$ cat src/rtl/lrb_ram.sv
`timescale 1ns / 1ps
// ----------------------------------------------------------------------------
// lrb_ram
// Simple dual-port RAM: one write port, one read port, registered read data.
// A read and write to the same address in one cycle returns the old data.
// ----------------------------------------------------------------------------
module lrb_ram #(
	parameter int WIDTH = 8,
	parameter int DEPTH = 512
) (
	input  logic                     clk,
	input  logic                     we,
	input  logic [$clog2(DEPTH)-1:0] waddr,
	input  logic [WIDTH-1:0]         wdata,
	input  logic                     re,
	input  logic [$clog2(DEPTH)-1:0] raddr,
	output logic [WIDTH-1:0]         rdata
);

	logic [WIDTH-1:0] mem [DEPTH];

	always_ff @(posedge clk) begin
		if (we) begin
			mem[waddr] <= wdata;
		end
		if (re) begin
			rdata <= mem[raddr];
		end
	end

endmodule

$ cat config.mk
export PLATFORM = sky130hd
export DESIGN_NAME = lrb_ram
export DESIGN_NICKNAME = d
export VERILOG_FILES = /design/src/rtl/lrb_ram.sv
export SDC_FILE = /design/constraint.sdc
export NUM_CORES = 2
export LEC_CHECK = 0
export ABC_AREA = 0
export BUFFER_PORTS_ARGS = -buffer_cell sky130_fd_sc_hd__clkbuf_2
export CAP_MARGIN = 25
export CORE_MARGIN = 5
export CORE_UTILIZATION = 29
export DETAILED_ROUTE_END_ITERATION = 12
export PLACE_DENSITY = 0.52
export SLEW_MARGIN = 20
export SYNTH_ARGS = -nofsm -noshare
export SYNTH_HDL_FRONTEND = slang
export SYNTH_SLANG_ARGS = --single-unit
$ cat constraint.sdc
create_clock -name clk -period 3.93 [get_ports clk]
set_input_delay 0.393 -clock clk [delete_from_list [all_inputs] [get_ports clk]]
set_output_delay 0.393 -clock clk [all_outputs]
set_load 0.01 [all_outputs]
# After elaboration in Yosys (flattened, before gate mapping)
# Memories as Yosys holds them, arrays and structs flattened. A register that Yosys moved wholly into a read port is not among the register bits.
# Index checks and enable logic that the tools add are counted.
classes:
  n_mux: 2
ops:
  columns: ["operator", "count"]
  rows:
  - ["$mux 1", 2]
totals:
  elab_cells: 3
  out_inout_bits: 8
  ramBits: 4096
  memories: 1
  reg_bits: 0
memory_table:
  columns: ["memory", "depth", "word_bits", "rd", "rd_ports_with_merged_regs", "write_ports", "line", "text"]
  rows:
  - ["mem", 512, 8, 1, 1, 1, "20", "logic [WIDTH-1:0] mem [DEPTH];"]

# Logic depth before layout (Yosys ltp)
depth:
  ltp_word: 2
  ltp_mapped: 12

# Worst setup path before layout
# No wires, ideal clock.
synth_timing:
  path_kind: "input to register"
  startpoint: "input port raddr[0]"
  endpoint: "register rdata[0] (read register of mem) (data pin)"
  t_required_ns: 3.673
  slack_ns: 1.426
  stages: 10
  arrival_time_ns: 2.247
  n_path_buf: 4
  setup_time_ns: 0.257
  path_cell_list: "buf_4 -> buf_12 -> buf_12 -> buf_2 -> mux4_2 -> o21ai_0 -> nand3_1 -> nand4_1 -> o21ai_0 -> o2111a_1"
synth_rtl:
  columns: ["element", "line", "text"]
  rows:
  - ["start: declaration", "16", "input logic [$clog2(DEPTH)-1:0] raddr,"]
  - ["end: declaration", "17", "output logic [WIDTH-1:0] rdata"]

==> impl_metrics.yaml <==
finish:
  mostFrequentLayoutCells: "4104 x edfxtp_1, 797 x mux2i_1, 654 x mux4_2"
  drive_gt1_share_pct: 20.62
  final_common_cell: "edfxtp_1"
  fin_nets: 8508
  nFillCells: 51472
  syn_to_final_growth_pct: 15.89
  final_util_pct: 33.76
  final_area_um2: 185400
timing:
  slew_viol_final: 0
  finalSetupViolCount: 0
  min_period_ns: 3.439
  relSlewSlack_pct: 29.36
  max_freq_mhz: 290.8
  finalHoldViolations: 0
  finClkSkew_ns: 0.06358
  setup_tns_ns: 0
  rsz0062_at_grt: "no"
  worstMarginPinSlew_ns: 1.060
  finalCritPeriodShare_pct: 87.50
critical_path:
  endpoint_kind: "flop"
  worstPathArrival_ns: 4.29
  required_ns: 4.78
  cp_num_buf_inv: 2
  crit_path_top_delay_cell: "nor4_1"
  cp_slowest_stage_delay_ns: 0.76
  worstSetupPathType: "flop to flop"
  crit_chain: "mux2i_1, o221ai_1, a21oi_1, nor4_1, buf_4, nand4_1, nor4_1, buf_4, o2111a_1"
  critical_path.top_delay_family: "simple AND/OR/NAND/NOR gates"
  startpoint_type: "flop"
  crit_fanout: 2
logic_synthesis:
  netlist_area_um2: 160000
  syn-instance-count: 8030
  synthXorXnorAreaFrac_pct: 0
  yosys_warnings: 0
  yosysSeqAreaShare_pct: 77.02
  synthMuxAreaShare_pct: 14.19
  synth_top_family_by_area: "multiplexers"
  ys.flop_type: "edfxtp_1"
  synth_edf_count: 4104
  yosysUniqueCellTypes: 50
  yosys.area_share.adder_pct: 0
  synth_seq_cells: 4104
  synthArstFlopShare_pct: 0
  synthSimpleGateAreaFrac_pct: 2.630
  avgSynthCellArea_um2: 19.93
  syn-num-nets: 8059
  synth_compound_area_share_pct: 4.311
grt:
  grt_start_max_net_pins: 117
  gr-total-overflow: 0
  antenna_found_initial: 27
  grt_pass1_vias: 82846
  grt_pass1_wl_mm: 636.3
  grt_use_total_pct: 15.32
worst_hold_path:
  hold_class: "input pin to flop"
floorplan:
  die_x_um: 752.8
  die_h_um: 752.8
  start_util_pct: 29.13
  rows: 272
  fp.dieArea_um2: 566700
  io_pins: 37
  design.core.area_um2: 549300
placed_design:
  dpl_cell_area_um2: 171900
  port_buffers: 36
  place.detailed.hpwl_mm: 281.3
  gp_congestion: 0.8461
routing:
  vias: 82077
  ant_nets: 0
  vias_per_cell: 5.099
  route.final.wire_length_mm: 450.1
  dr.pass1.iters: 7
  drtIter0Drc: 9129
  drc: 0
  wl_per_cell_um: 27.96
clock_tree:
  cts_setup_buffers: 0
  cts_root_buffer: "clkbuf_16"
  clock_latency_ns: 0.99
  cts_resized: 0
  cts_tree: "yes"
  clock-sinks: 4104
  cts_buffers: 413
  path_clk_slew_ns: 0.06
  clockBufferDepth: 4
  cts_hold_buf: 8
  htree_levels: 5
power:
  vdd.ir_drop.worst_uv: 401.8
  p_total_mw: 92.40
  power_density_nw_per_um2: 498.3
  leakage_nw: 58.01
outcome:
  status: "finished clean"
flow_run:
  cap_violations: 0
where the power goes:
group / switching [mW] / total (mW) / internal (mW)
clock network: 16.9 / 39.4 / 22.6
registers: 0.0365 / 48.2 / 48.2
logic: 3.16 / 4.72 / 1.56
through the flow:
| step | hold slack [ns] | std cells | worst slack (ns) |
|---|---|---|---|
| 3_3_place_gp | 0.8774 | 15313 | -1.233 |
| 4_1_cts | 0.05316 | 16085 | 0.4859 |
| 3_5_place_dp | 0.8891 | 15316 | -0.3491 |
| 6_report | 0.1236 | 16098 | 0.4913 |
| 2_1_floorplan | 0.4919 | 8030 | 1.426 |
| 5_1_grt | 0.06788 | 16090 | 0.4829 |
state kept, by name, summed over array words and instances, names as in the netlist:
register	flops
rdata	8
mem	4096
final cells by class:
class                   count  area, um^2  area share [%]
flip-flops and latches   4104      123200           66.46
multi-input cells        3410       34030           18.35
clock buffers             503       10780           5.813
well taps                7261        9085           4.899
repair buffers            547        5597           3.018
clock inverters           258        2664           1.436
diodes                     12       30.03         0.01619
inverters                   3       18.77         0.01012
layer usage:
layer	wire, um	part of all wire, %	track usage [%]
met1	189400	42	20.85
met2	216300	48	25.09
met3	28770	6.4	2.409
met4	15540	3.5	5.031
met5	67	0.015	0
Yosys cell counts (all sizes together), types with 8 or more instances:
cell type,number,area [um^2]
a211oi,17,127.6
a21oi,194,970.9
a22oi,61,457.9
and2,20,125.1
buf,248,1951
clkbuf,265,994.7
edfxtp,4104,123200
mux2i,797,7978
mux4,654,14730
nand2,111,416.7
nand3,36,180.2
nand4,32,200.2
nor2,597,2241
nor3,109,545.5
nor3b,8,60.06
nor4,36,225.2
o2111a,8,90.09
o21ai,119,595.6
o221ai,372,3264
o22ai,163,1020
o31ai,13,97.59
cells by family (layout without fill, tap and decap cells):
logic type | after synthesis | after routing
flip-flops | 4104 | 4104
multiplexers | 1451 | 1451
AND/OR/NAND/NOR | 980 | 980
AO/OA/AOI/OAI | 979 | 979
buffers and inverters | 516 | 1311
other | 0 | 12
final timing paths:
kind               start     endpoint  slack, ns  depth (start not counted)
max          mem[267][0]     rdata[0]       0.49                          9
min reg2reg  mem[372][2]     rdata[2]       1.25                          6
max reg2reg  mem[267][0]     rdata[0]       0.49                          9
min             wdata[4]  mem[202][4]       0.12                          1
Note: power is estimated with default switching activity, not from simulation.
